<file path="src/rtl/core/blp_pkg.sv">
// Shared types, constants and functions of the byte-level pre-tokeniser.
package blp_pkg;

    localparam int QUEUE_DEPTH = 4;

    localparam logic [8:0] CP_LOW_BASE = 9'h100;
    localparam logic [8:0] CP_MID_OFFSET = 9'd162;
    localparam logic [8:0] CP_SOFT_HYPHEN = 9'd323;

    typedef enum logic [2:0] {
        CLS_NONE,
        CLS_SPACE,
        CLS_WS,
        CLS_ALPHA,
        CLS_DIGIT,
        CLS_OTHER
    } blp_cls_t;

    typedef struct packed {
        logic [7:0] byte_val;
        blp_cls_t   cls;
        logic [8:0] cp;
        logic       last;
    } blp_rec_t;

    function automatic blp_cls_t byte_class(input logic [7:0] b);
        blp_cls_t c;
        if (b == 8'd32)
            c = CLS_SPACE;
        else if (b == 8'd9 || b == 8'd10 || b == 8'd13)
            c = CLS_WS;
        else if ((b >= 8'd65 && b <= 8'd90) || (b >= 8'd97 && b <= 8'd122))
            c = CLS_ALPHA;
        else if (b >= 8'd48 && b <= 8'd57)
            c = CLS_DIGIT;
        else
            c = CLS_OTHER;
        return c;
    endfunction

    function automatic logic [8:0] byte_codepoint(input logic [7:0] b);
        logic       printable;
        logic [8:0] cp;
        printable = (b >= 8'd33 && b <= 8'd126) || (b >= 8'd161 && b <= 8'd172)
                 || (b >= 8'd174);
        if (printable)
            cp = {1'b0, b};
        else if (b <= 8'd32)
            cp = CP_LOW_BASE + {1'b0, b};
        else if (b <= 8'd160)
            cp = {1'b0, b} + CP_MID_OFFSET;
        else
            cp = CP_SOFT_HYPHEN;
        return cp;
    endfunction

    function automatic logic is_white(input blp_cls_t c);
        return (c == CLS_SPACE) || (c == CLS_WS);
    endfunction

    function automatic logic starts_chunk(input blp_cls_t prev, input blp_cls_t cur,
                                          input blp_cls_t nxt);
        logic s;
        if (prev == CLS_NONE)
            s = 1'b1;
        else if (is_white(cur))
        begin
            if (!is_white(prev))
                s = 1'b1;
            else
                s = (cur == CLS_SPACE) && (nxt != CLS_NONE) && !is_white(nxt);
        end
        else if (prev == cur || prev == CLS_SPACE)
            s = 1'b0;
        else
            s = 1'b1;
        return s;
    endfunction

endpackage

</file>
<file path="src/rtl/core/blp_front.sv">
// Front part: accepts text bytes, classifies them and passes records to the queue.
module blp_front
(
    input  logic              clk,
    input  logic              rst_n,
    input  logic              push,
    output logic              full,
    input  logic [7:0]        text_byte,
    input  logic              end_of_text,
    input  logic              q_full,
    output logic              q_push,
    output blp_pkg::blp_rec_t q_rec
);

    logic              stage_valid_reg;
    logic              stage_valid_next;
    blp_pkg::blp_rec_t stage_rec_reg;
    logic              accept;

    assign full   = stage_valid_reg && q_full;
    assign accept = push && !full;
    assign q_push = stage_valid_reg && !q_full;
    assign q_rec  = stage_rec_reg;

    always_comb
    begin
        if (accept)
            stage_valid_next = 1'b1;
        else if (q_push)
            stage_valid_next = 1'b0;
        else
            stage_valid_next = stage_valid_reg;
    end

    always_ff @(posedge clk or negedge rst_n)
    begin
        if (!rst_n)
            stage_valid_reg <= 1'b0;
        else
            stage_valid_reg <= stage_valid_next;
    end

    always_ff @(posedge clk)
    begin
        if (accept)
        begin
            stage_rec_reg.byte_val <= text_byte;
            stage_rec_reg.cls      <= blp_pkg::byte_class(text_byte);
            stage_rec_reg.cp       <= blp_pkg::byte_codepoint(text_byte);
            stage_rec_reg.last     <= end_of_text;
        end
    end

endmodule

</file>
<file path="src/rtl/core/blp_queue.sv">
// Short queue of classified records between the front and back parts.
module blp_queue
#(
    parameter int DEPTH = blp_pkg::QUEUE_DEPTH
)
(
    input  logic              clk,
    input  logic              rst_n,
    input  logic              wr_en,
    input  blp_pkg::blp_rec_t wr_rec,
    output logic              q_full,
    input  logic              rd_en,
    output blp_pkg::blp_rec_t rd_rec,
    output logic              q_empty
);

    localparam int PTR_W = (DEPTH > 1) ? $clog2(DEPTH) : 1;
    localparam int CNT_W = $clog2(DEPTH + 1);

    blp_pkg::blp_rec_t  store_reg [DEPTH];
    logic [PTR_W-1:0]   wr_ptr_reg;
    logic [PTR_W-1:0]   wr_ptr_next;
    logic [PTR_W-1:0]   rd_ptr_reg;
    logic [PTR_W-1:0]   rd_ptr_next;
    logic [CNT_W-1:0]   count_reg;
    logic [CNT_W-1:0]   count_next;
    logic               do_wr;
    logic               do_rd;

    assign q_full  = (count_reg == CNT_W'(DEPTH));
    assign q_empty = (count_reg == '0);
    assign do_wr   = wr_en && !q_full;
    assign do_rd   = rd_en && !q_empty;
    assign rd_rec  = store_reg[rd_ptr_reg];

    always_comb
    begin
        wr_ptr_next = wr_ptr_reg;
        rd_ptr_next = rd_ptr_reg;
        count_next  = count_reg;
        if (do_wr)
            wr_ptr_next = (wr_ptr_reg == PTR_W'(DEPTH - 1)) ? '0 : wr_ptr_reg + 1'b1;
        if (do_rd)
            rd_ptr_next = (rd_ptr_reg == PTR_W'(DEPTH - 1)) ? '0 : rd_ptr_reg + 1'b1;
        if (do_wr && !do_rd)
            count_next = count_reg + 1'b1;
        else if (do_rd && !do_wr)
            count_next = count_reg - 1'b1;
    end

    always_ff @(posedge clk or negedge rst_n)
    begin
        if (!rst_n)
        begin
            wr_ptr_reg <= '0;
            rd_ptr_reg <= '0;
            count_reg  <= '0;
        end
        else
        begin
            wr_ptr_reg <= wr_ptr_next;
            rd_ptr_reg <= rd_ptr_next;
            count_reg  <= count_next;
        end
    end

    always_ff @(posedge clk)
    begin
        if (do_wr)
            store_reg[wr_ptr_reg] <= wr_rec;
    end

endmodule

</file>
<file path="src/rtl/core/blp_back.sv">
// Back part: holds one byte, decides chunk starts and drives the result register.
module blp_back
(
    input  logic              clk,
    input  logic              rst_n,
    input  logic              q_empty,
    input  blp_pkg::blp_rec_t q_rec,
    output logic              q_pop,
    output logic              empty,
    input  logic              pop,
    output logic [7:0]        out_byte,
    output logic [8:0]        codepoint,
    output logic              chunk_start,
    output logic              final_result
);

    logic              held_valid_reg;
    logic              held_valid_next;
    blp_pkg::blp_rec_t held_reg;
    blp_pkg::blp_rec_t held_next;
    blp_pkg::blp_cls_t before_reg;
    blp_pkg::blp_cls_t before_next;
    logic              out_valid_reg;
    logic              out_valid_next;
    logic [7:0]        out_byte_reg;
    logic [7:0]        out_byte_next;
    logic [8:0]        codepoint_reg;
    logic [8:0]        codepoint_next;
    logic              chunk_start_reg;
    logic              chunk_start_next;
    logic              final_reg;
    logic              final_next;
    logic              slot_free;
    logic              emit;
    logic              take;

    assign empty        = !out_valid_reg;
    assign out_byte     = out_byte_reg;
    assign codepoint    = codepoint_reg;
    assign chunk_start  = chunk_start_reg;
    assign final_result = final_reg;
    assign slot_free    = !out_valid_reg || pop;
    assign q_pop        = take;

    // A final byte that meets a held byte is worked in two steps: the held byte
    // leaves first, its class becomes the predecessor, and the record stays at the head.
    always_comb
    begin
        emit             = 1'b0;
        take             = 1'b0;
        held_valid_next  = held_valid_reg;
        held_next        = held_reg;
        before_next      = before_reg;
        out_byte_next    = out_byte_reg;
        codepoint_next   = codepoint_reg;
        chunk_start_next = chunk_start_reg;
        final_next       = final_reg;
        if (!q_empty)
        begin
            if (held_valid_reg)
            begin
                if (slot_free)
                begin
                    emit             = 1'b1;
                    out_byte_next    = held_reg.byte_val;
                    codepoint_next   = held_reg.cp;
                    chunk_start_next = blp_pkg::starts_chunk(before_reg, held_reg.cls,
                                                             q_rec.cls);
                    final_next       = 1'b0;
                    held_valid_next  = 1'b0;
                    before_next      = held_reg.cls;
                    if (!q_rec.last)
                    begin
                        take            = 1'b1;
                        held_next       = q_rec;
                        held_valid_next = 1'b1;
                    end
                end
            end
            else if (q_rec.last)
            begin
                if (slot_free)
                begin
                    emit             = 1'b1;
                    take             = 1'b1;
                    out_byte_next    = q_rec.byte_val;
                    codepoint_next   = q_rec.cp;
                    chunk_start_next = blp_pkg::starts_chunk(before_reg, q_rec.cls,
                                                             blp_pkg::CLS_NONE);
                    final_next       = 1'b1;
                    before_next      = blp_pkg::CLS_NONE;
                end
            end
            else
            begin
                take            = 1'b1;
                held_next       = q_rec;
                held_valid_next = 1'b1;
            end
        end
        if (emit)
            out_valid_next = 1'b1;
        else if (pop)
            out_valid_next = 1'b0;
        else
            out_valid_next = out_valid_reg;
    end

    always_ff @(posedge clk or negedge rst_n)
    begin
        if (!rst_n)
        begin
            held_valid_reg <= 1'b0;
            before_reg     <= blp_pkg::CLS_NONE;
            out_valid_reg  <= 1'b0;
        end
        else
        begin
            held_valid_reg <= held_valid_next;
            before_reg     <= before_next;
            out_valid_reg  <= out_valid_next;
        end
    end

    always_ff @(posedge clk)
    begin
        held_reg        <= held_next;
        out_byte_reg    <= out_byte_next;
        codepoint_reg   <= codepoint_next;
        chunk_start_reg <= chunk_start_next;
        final_reg       <= final_next;
    end

endmodule

</file>
<file path="src/rtl/core/byte_level_pretokenizer_unit.sv">
// Top level of the byte-level pre-tokeniser.
// Accepts one text byte per clock cycle while full is low and gives at most one
// result item per cycle. Each byte leaves as a result once its successor is known:
// the successor passes the input stage register and the queue, and the result for
// the byte is then written to the result register. A final byte with nothing held
// is offered once it has passed the input stage register, the queue and the result
// register. A final byte that meets a held byte makes two results: the back part
// emits the held byte first and the final byte after it; QUEUE_DEPTH records between
// the front and back parts absorb such pauses and stalls on the result side.
module byte_level_pretokenizer_unit
#(
    parameter int QUEUE_DEPTH = blp_pkg::QUEUE_DEPTH
)
(
    input  logic       clk,
    input  logic       rst_n,
    input  logic       push,
    output logic       full,
    input  logic [7:0] text_byte,
    input  logic       end_of_text,
    output logic       empty,
    input  logic       pop,
    output logic [7:0] out_byte,
    output logic [8:0] codepoint,
    output logic       chunk_start,
    output logic       final_result
);

    logic              q_full;
    logic              q_empty;
    logic              q_push;
    logic              q_pop;
    blp_pkg::blp_rec_t wr_rec;
    blp_pkg::blp_rec_t rd_rec;

    blp_front u_front
    (
        .clk         (clk),
        .rst_n       (rst_n),
        .push        (push),
        .full        (full),
        .text_byte   (text_byte),
        .end_of_text (end_of_text),
        .q_full      (q_full),
        .q_push      (q_push),
        .q_rec       (wr_rec)
    );

    blp_queue #(.DEPTH(QUEUE_DEPTH)) u_queue
    (
        .clk     (clk),
        .rst_n   (rst_n),
        .wr_en   (q_push),
        .wr_rec  (wr_rec),
        .q_full  (q_full),
        .rd_en   (q_pop),
        .rd_rec  (rd_rec),
        .q_empty (q_empty)
    );

    blp_back u_back
    (
        .clk          (clk),
        .rst_n        (rst_n),
        .q_empty      (q_empty),
        .q_rec        (rd_rec),
        .q_pop        (q_pop),
        .empty        (empty),
        .pop          (pop),
        .out_byte     (out_byte),
        .codepoint    (codepoint),
        .chunk_start  (chunk_start),
        .final_result (final_result)
    );

endmodule
</file>
<file path="config.mk">
export PLATFORM = sky130hd
export DESIGN_NAME = byte_level_pretokenizer_unit
export DESIGN_NICKNAME = d
export VERILOG_FILES = /design/src/rtl/core/blp_pkg.sv /design/src/rtl/core/blp_front.sv /design/src/rtl/core/blp_queue.sv /design/src/rtl/core/blp_back.sv /design/src/rtl/core/byte_level_pretokenizer_unit.sv
export SDC_FILE = /design/constraint.sdc
export NUM_CORES = 1
export LEC_CHECK = 0
export BUFFER_PORTS_ARGS = -buffer_cell sky130_fd_sc_hd__clkbuf_2
export CORE_UTILIZATION = 60
export DETAILED_ROUTE_END_ITERATION = 6
export GPL_TIMING_DRIVEN = 0
export PLACE_DENSITY = 0.88
export SLEW_MARGIN = 20
export SYNTH_ARGS = -nofsm -noshare
export SYNTH_HDL_FRONTEND = slang
export SYNTH_SLANG_ARGS = --single-unit
</file>
<file path="constraint.sdc">
create_clock -name clk -period 4.05 [get_ports clk]
set_input_delay 0.405 -clock clk [delete_from_list [all_inputs] [get_ports clk]]
set_output_delay 0.405 -clock clk [all_outputs]
set_load 0.01 [all_outputs]
</file>
; Word-level counts from Yosys, hierarchy flattened
; Memory sizes are Yosys's and may differ from the RTL's.
; Cells that the tools add are included.
[word_totals]
regBits = 74
latch_bits = 0
ramBits = 84
romBits = 0
inputBits = 13
out_inout_bits = 21
elab_cells = 158
mem_count = 1
[classes]
add_sub_neg = 6
mul = 0
div_mod_pow = 0
magnitude_cmp = 13
n_eq_ne = 16
n_shift = 0
mux = 58
bitwise = 1
n_reduce_logical = 42
[memory_table]
columns = memory, depth, word_bits, rd, rd_ports_with_merged_regs, wr, line_no
row1 = u_queue.store_reg, 4, 21, 1, 0, 1, blp_queue.sv:20  ; blp_pkg::blp_rec_t store_reg [DEPTH];
[op_table]
columns = op, count
row1 = $mux 21, 3
row2 = $mux 9, 6
row3 = $mux 8, 5
row4 = $mux 1, 34
row5 = $eq 8x4->1 const B, 3
row6 = $le 8x7->1 const B, 3
row7 = $mux 3, 6
row8 = $ge 8x6->1 const B, 2
row9 = $ge 8x7->1 const B, 2
row10 = $ge 8x8->1 const B, 2
row11 = $le 8x6->1 const B, 2
row12 = $le 8x8->1 const B, 2
row13 = $logic_and 1x1->1, 14
row14 = $logic_or 1x1->1, 11
row15 = $add 8x8->9 const B, 1
row16 = $add 9x8->9 const A, 1
row17 = $eq 3x1->1 const B, 3
row18 = $eq 3x2->1 const B, 3
row19 = $eq 8x6->1 const B, 1
row20 = $mux 2, 4
row21 = $reduce_bool 2->1, 4
row22 = $logic_not 1->1, 7
row23 = $eq 3x3->1, 2
row24 = $logic_not 3->1, 2
row25 = 11 further kinds, 13

; Depth between registers and ports, before layout
[depth]
ltp_word = 10
mapped_depth = 11
ltp_nobuf = 11

; Modules after synthesis
; A second synthesis with hierarchy kept.
[hier_totals]
cells_unflattened = 367
area_unflattened_um2 = 6466.2
[by_module_without_submodules]
columns = mod, n_inst, cells_each, area_per_inst_um2, seq_area_each_um2
row1 = blp_queue, 1, 147, 3470.8, 2697.6
row2 = blp_back, 1, 107, 1774.2, 1296.2
row3 = blp_front, 1, 113, 1221.2, 655.6

; Worst setup path before layout
; No wires, ideal clock.
[synth_path]
path_kind = register to register
from = reg u_queue.rd_ptr_reg[0] (netlist name)
to = reg u_back.held_reg[10] (netlist bit) (enable)
setup_time_ps = 428
t_arrival_ps = 2594
required_time_ps = 3622
setup_slack_ps = 1028
stages_incl_launch_ff = 4
n_path_buf = 1
period_less_slack_ps = 3022
path_cell_list = dfrtp_1 > buf_6 > mux4_2 > a211oi_1
[synth_rtl]
columns = element, line_no
row1 = "end signal, assigned", blp_back.sv:127  ; held_reg <= held_next;
row2 = "end, declared", blp_back.sv:19  ; blp_pkg::blp_rec_t held_reg;

; Worst setup path in the final report
[layout_path]
from = reg u_queue.rd_ptr_reg[0]
to = reg u_queue.count_reg[1]
[layout_via]
elab_chain_len = 9
elab_cells_between_ends = 12
classes_between = mux: 6 / reduce/logical: 5 / memory: 1
[layout_lines]
columns = element, line_no
row1 = "start, declared", blp_queue.sv:23  ; logic [PTR_W-1:0] rd_ptr_reg;
row2 = "start signal, assigned", blp_queue.sv:62  ; rd_ptr_reg <= rd_ptr_next;
row3 = $mem_v2 4x21 (*), -
row4 = $mux 1, blp_back.sv:72  ; if (!q_rec.last)
row5 = $mux 1, blp_back.sv:62  ; if (slot_free)
row6 = $mux 1 (*), blp_back.sv:60  ; if (held_valid_reg)
row7 = $mux 1 (*), blp_back.sv:58  ; if (!q_empty)
row8 = $logic_and 1x1->1 (*), blp_queue.sv:33  ; assign do_rd = rd_en && !q_empty;
row9 = $logic_not 1->1 (*), blp_queue.sv:45  ; if (do_wr && !do_rd)
row10 = $logic_and 1x1->1 (*), blp_queue.sv:45
row11 = $mux 3 (*), blp_queue.sv:45
row12 = named net u_queue.count_next[1], blp_queue.sv:26  ; logic [CNT_W-1:0] count_next;
row13 = "end signal, assigned", blp_queue.sv:63  ; count_reg <= count_next;
row14 = "end, declared", blp_queue.sv:25  ; logic [CNT_W-1:0] count_reg;
; Mark *: on every way through the listed nets, which the timed path passes. The rest lies on a longest branch.
; A chain may end at the register's enable or synchronous reset.

==> metrics.md <==
| Metric | Value |
|---|---|
| Status | finished clean |
| Antenna Cells | 0 |
| Via count | 3,824 |
| Worst EP arrival | 3.34 ns |
| Total power | 6.14 mW |
| Setup WS pre-CTS | 1.19 ns |
| Hold Path Class | input pin to flop |
| Syn Nets | 429 |
| Worst Setup Start Kind | flop |
| Synthesis-stage register bit count | 157 |
| Post-layout nets | 486 |
| Largest net degree at the start of global routing | 22 |
| Sequential element share of the synthesized area | 72.4% |
| Tot GR Track Use | 26.7% |
| Sink Count | 157 |
| Final hold violations | 0 |
| Number of global-route vias before repair | 3,863 |
| DRT Pass-1 Iters | 5 |
| Die Wd | 105 µm |
| Number of routed nets with antenna violations | 0 |
| Row count | 37 |
| Crit path max fanout | 5 |
| Number of synthesized flops with an enable pin | 144 |
| Setup crit start | u_queue.rd_ptr_reg[0] |
| FFs w/ async S/R, synth | 8.28% |
| Hold path start | end_of_text |
| Max Freq | 0.341 GHz |
| Multi-input logic area | 1660 µm² |
| Postcts setup bufs | 0 |
| Area growth from synthesis to layout | 16.0% |
| Post-CTS Resized | 0 |
| Fin. max-slew vios | 0 |
| PortBufs | 33 |
| Count of final setup violators | 0 |
| Die ar. | 11,100 µm² |
| Core Area | 10,400 µm² |
| Routability cong. | 0.930 |
| Pwr Density | 824 nW/µm² |
| WS Path Type | flop to flop |
| CTS tree | done |
| RR Startpoint | u_queue.rd_ptr_reg[0] |
| Final Critical Period | 2.93 ns |
| Final period util | 72.4% |
| Starting Density | 61.9% |
| RSZ-0062 raised after global routing | no |
| Post-route worst setup slack | 1.12 ns |
| Post-route DRC | 0 |
| Leakage | 2.70 nW |
| CTS Buf Count | 17 |
| CP endpoint kind | flop |
| Fill count | 600 |
| Clock Latency Late Sink | 0.53 ns |
| H-Tree Depth | 4 |
| Mapped Area | 6420 µm² |
| Share of layout cells above drive strength 1 | 22.7% |
| Wire length per cell | 21.9 µm |
| Worst-Margin Slew | 1.05 ns |
| MaxCap Viol Count | 0 |
| Clock slew seen by the registers of the worst setup and hold paths | 0.06 ns |
| Ys Warns | 0 |
| Die H | 105 µm |
| Fin Setup TNS | 0 ns |
| Max Clock Skew | 0.0162 ns |
| Initial antenna violation count | 0 |
| Peak supply drop | 333 µV |
| Iteration-0 DRC Markers | 415 |
| Largest register FFs | 84 |
| Commonest non-fill, non-tap cell in the layout | edfxtp_1 |
| Mean number of vias per cell | 6.25 |
| Most frequent cells in the layout | edfxtp_1 (144), nand2_1 (61), clkbuf_2 (33) |
| Syn Inst Count | 406 |
| GR Overflow Total | 0 |
| Worst hold slack | 0.0598 ns |
| I/O pins | 34 |
| Routed WL | 13,400 µm |
| Synth Flop Type | edfxtp_1 |
| Hpwl dp | 7620 µm |
| Global-route wire length before repair | 21,200 µm |
| Max Buffers Root-to-Sink | 2 |
| Slew headroom | 30.2% |
| Register area | 4650 µm² |
| Yosys cell types | 53 |
| Clock root cell | clkbuf_8 |
| Mapped Avg Cell Area | 15.8 µm² |
| WP data required | 4.46 ns |
[repair_timing]
item,in CTS,in global routing
endpoints found under the hold margin,13,0
setup endpoints to repair,0,0
hold buffers,1,0
[synth_stat cells, drive strengths merged, types with 3 or more instances]
cell | n | area, µm²
ha | 9 | 113
dfrtp | 13 | 325
a21boi | 3 | 22.5
nor3b | 3 | 22.5
buf | 7 | 38.8
mux4 | 21 | 473
xor2 | 4 | 35.0
o21ai | 25 | 125
and3 | 3 | 18.8
or2 | 3 | 18.8
nand2b | 4 | 25.0
a31oi | 5 | 31.3
edfxtp | 144 | 4320
nand3 | 4 | 20.0
nor3 | 7 | 35.0
nand2 | 61 | 229
and2 | 7 | 46.3
inv | 15 | 56.3
mux2 | 3 | 33.8
nor2 | 16 | 60.1
clkbuf | 10 | 37.5
a21oi | 6 | 30.0
[final timing paths]
kind | to | slack [ns] | cells after the start
max in group asynchronous | u_queue.wr_ptr_reg[0] | 3.47 | 2
worst min-delay path | u_front.q_rec[0] | 0.06 | 1
worst min register to register | u_queue.store_reg[3][12] | 0.51 | 0
worst max register to register | u_queue.count_reg[1] | 1.12 | 9
min in group asynchronous | u_queue.rd_ptr_reg[1] | 0.33 | 2
worst max-delay path | u_queue.count_reg[1] | 1.12 | 9
[routing by layer]
metal	wire, µm	share of wire [%]	track usage, %	up-vias
met5	0	0	0	-
met4	399	3.0	14.1	0
met3	890	6.6	5.44	39
met2	7030	52	45.3	215
met1	5080	38	32.4	1909
li1	-	-	-	1661
[report_power, final]
group	switching [mW]	total, mW	internal (mW)
registers	0.245	2.72	2.47
clock network	0.629	1.63	1.01
logic	1.09	1.78	0.693
[cell type report]
class,instances,area share [%]
buffer,17,1.02
clock buffer,19,5.66
timing repair buffer,38,3.06
tap,136,2.28
sequential,157,62.4
multi-input combinational,217,22.2
clock inverter,13,2.57
inverter,15,0.756
[cell families after synthesis]
group	after synthesis	synth area share, %
compound gates	57	5.87
xor+xnor	5	0.682
fa+ha+maj	11	2.22
buf+inv	32	2.07
flops	157	72.4
mux	24	7.89
simple gates	120	8.87
[metrics by stage]
step,cells,util (%),instance area [µm²]
after floorplan,406,-,6420
after global placement,575,65.2,6760
after detailed placement,577,65.5,6790
after CTS,610,71.5,7420
after global routing,612,71.8,7450
final,612,71.8,7450
[worst max-delay path, stage by stage, from the launching register on]
cell,delay [ns]
dfrtp_1,0.37
buf_6,0.15
mux4_2,0.58
maj3_1,0.36
nor2_1,0.23
inv_1,0.10
ha_1,0.25
inv_1,0.09
fa_1,0.42
mux2_2,0.27
Note: power is estimated with default switching activity, not from simulation.
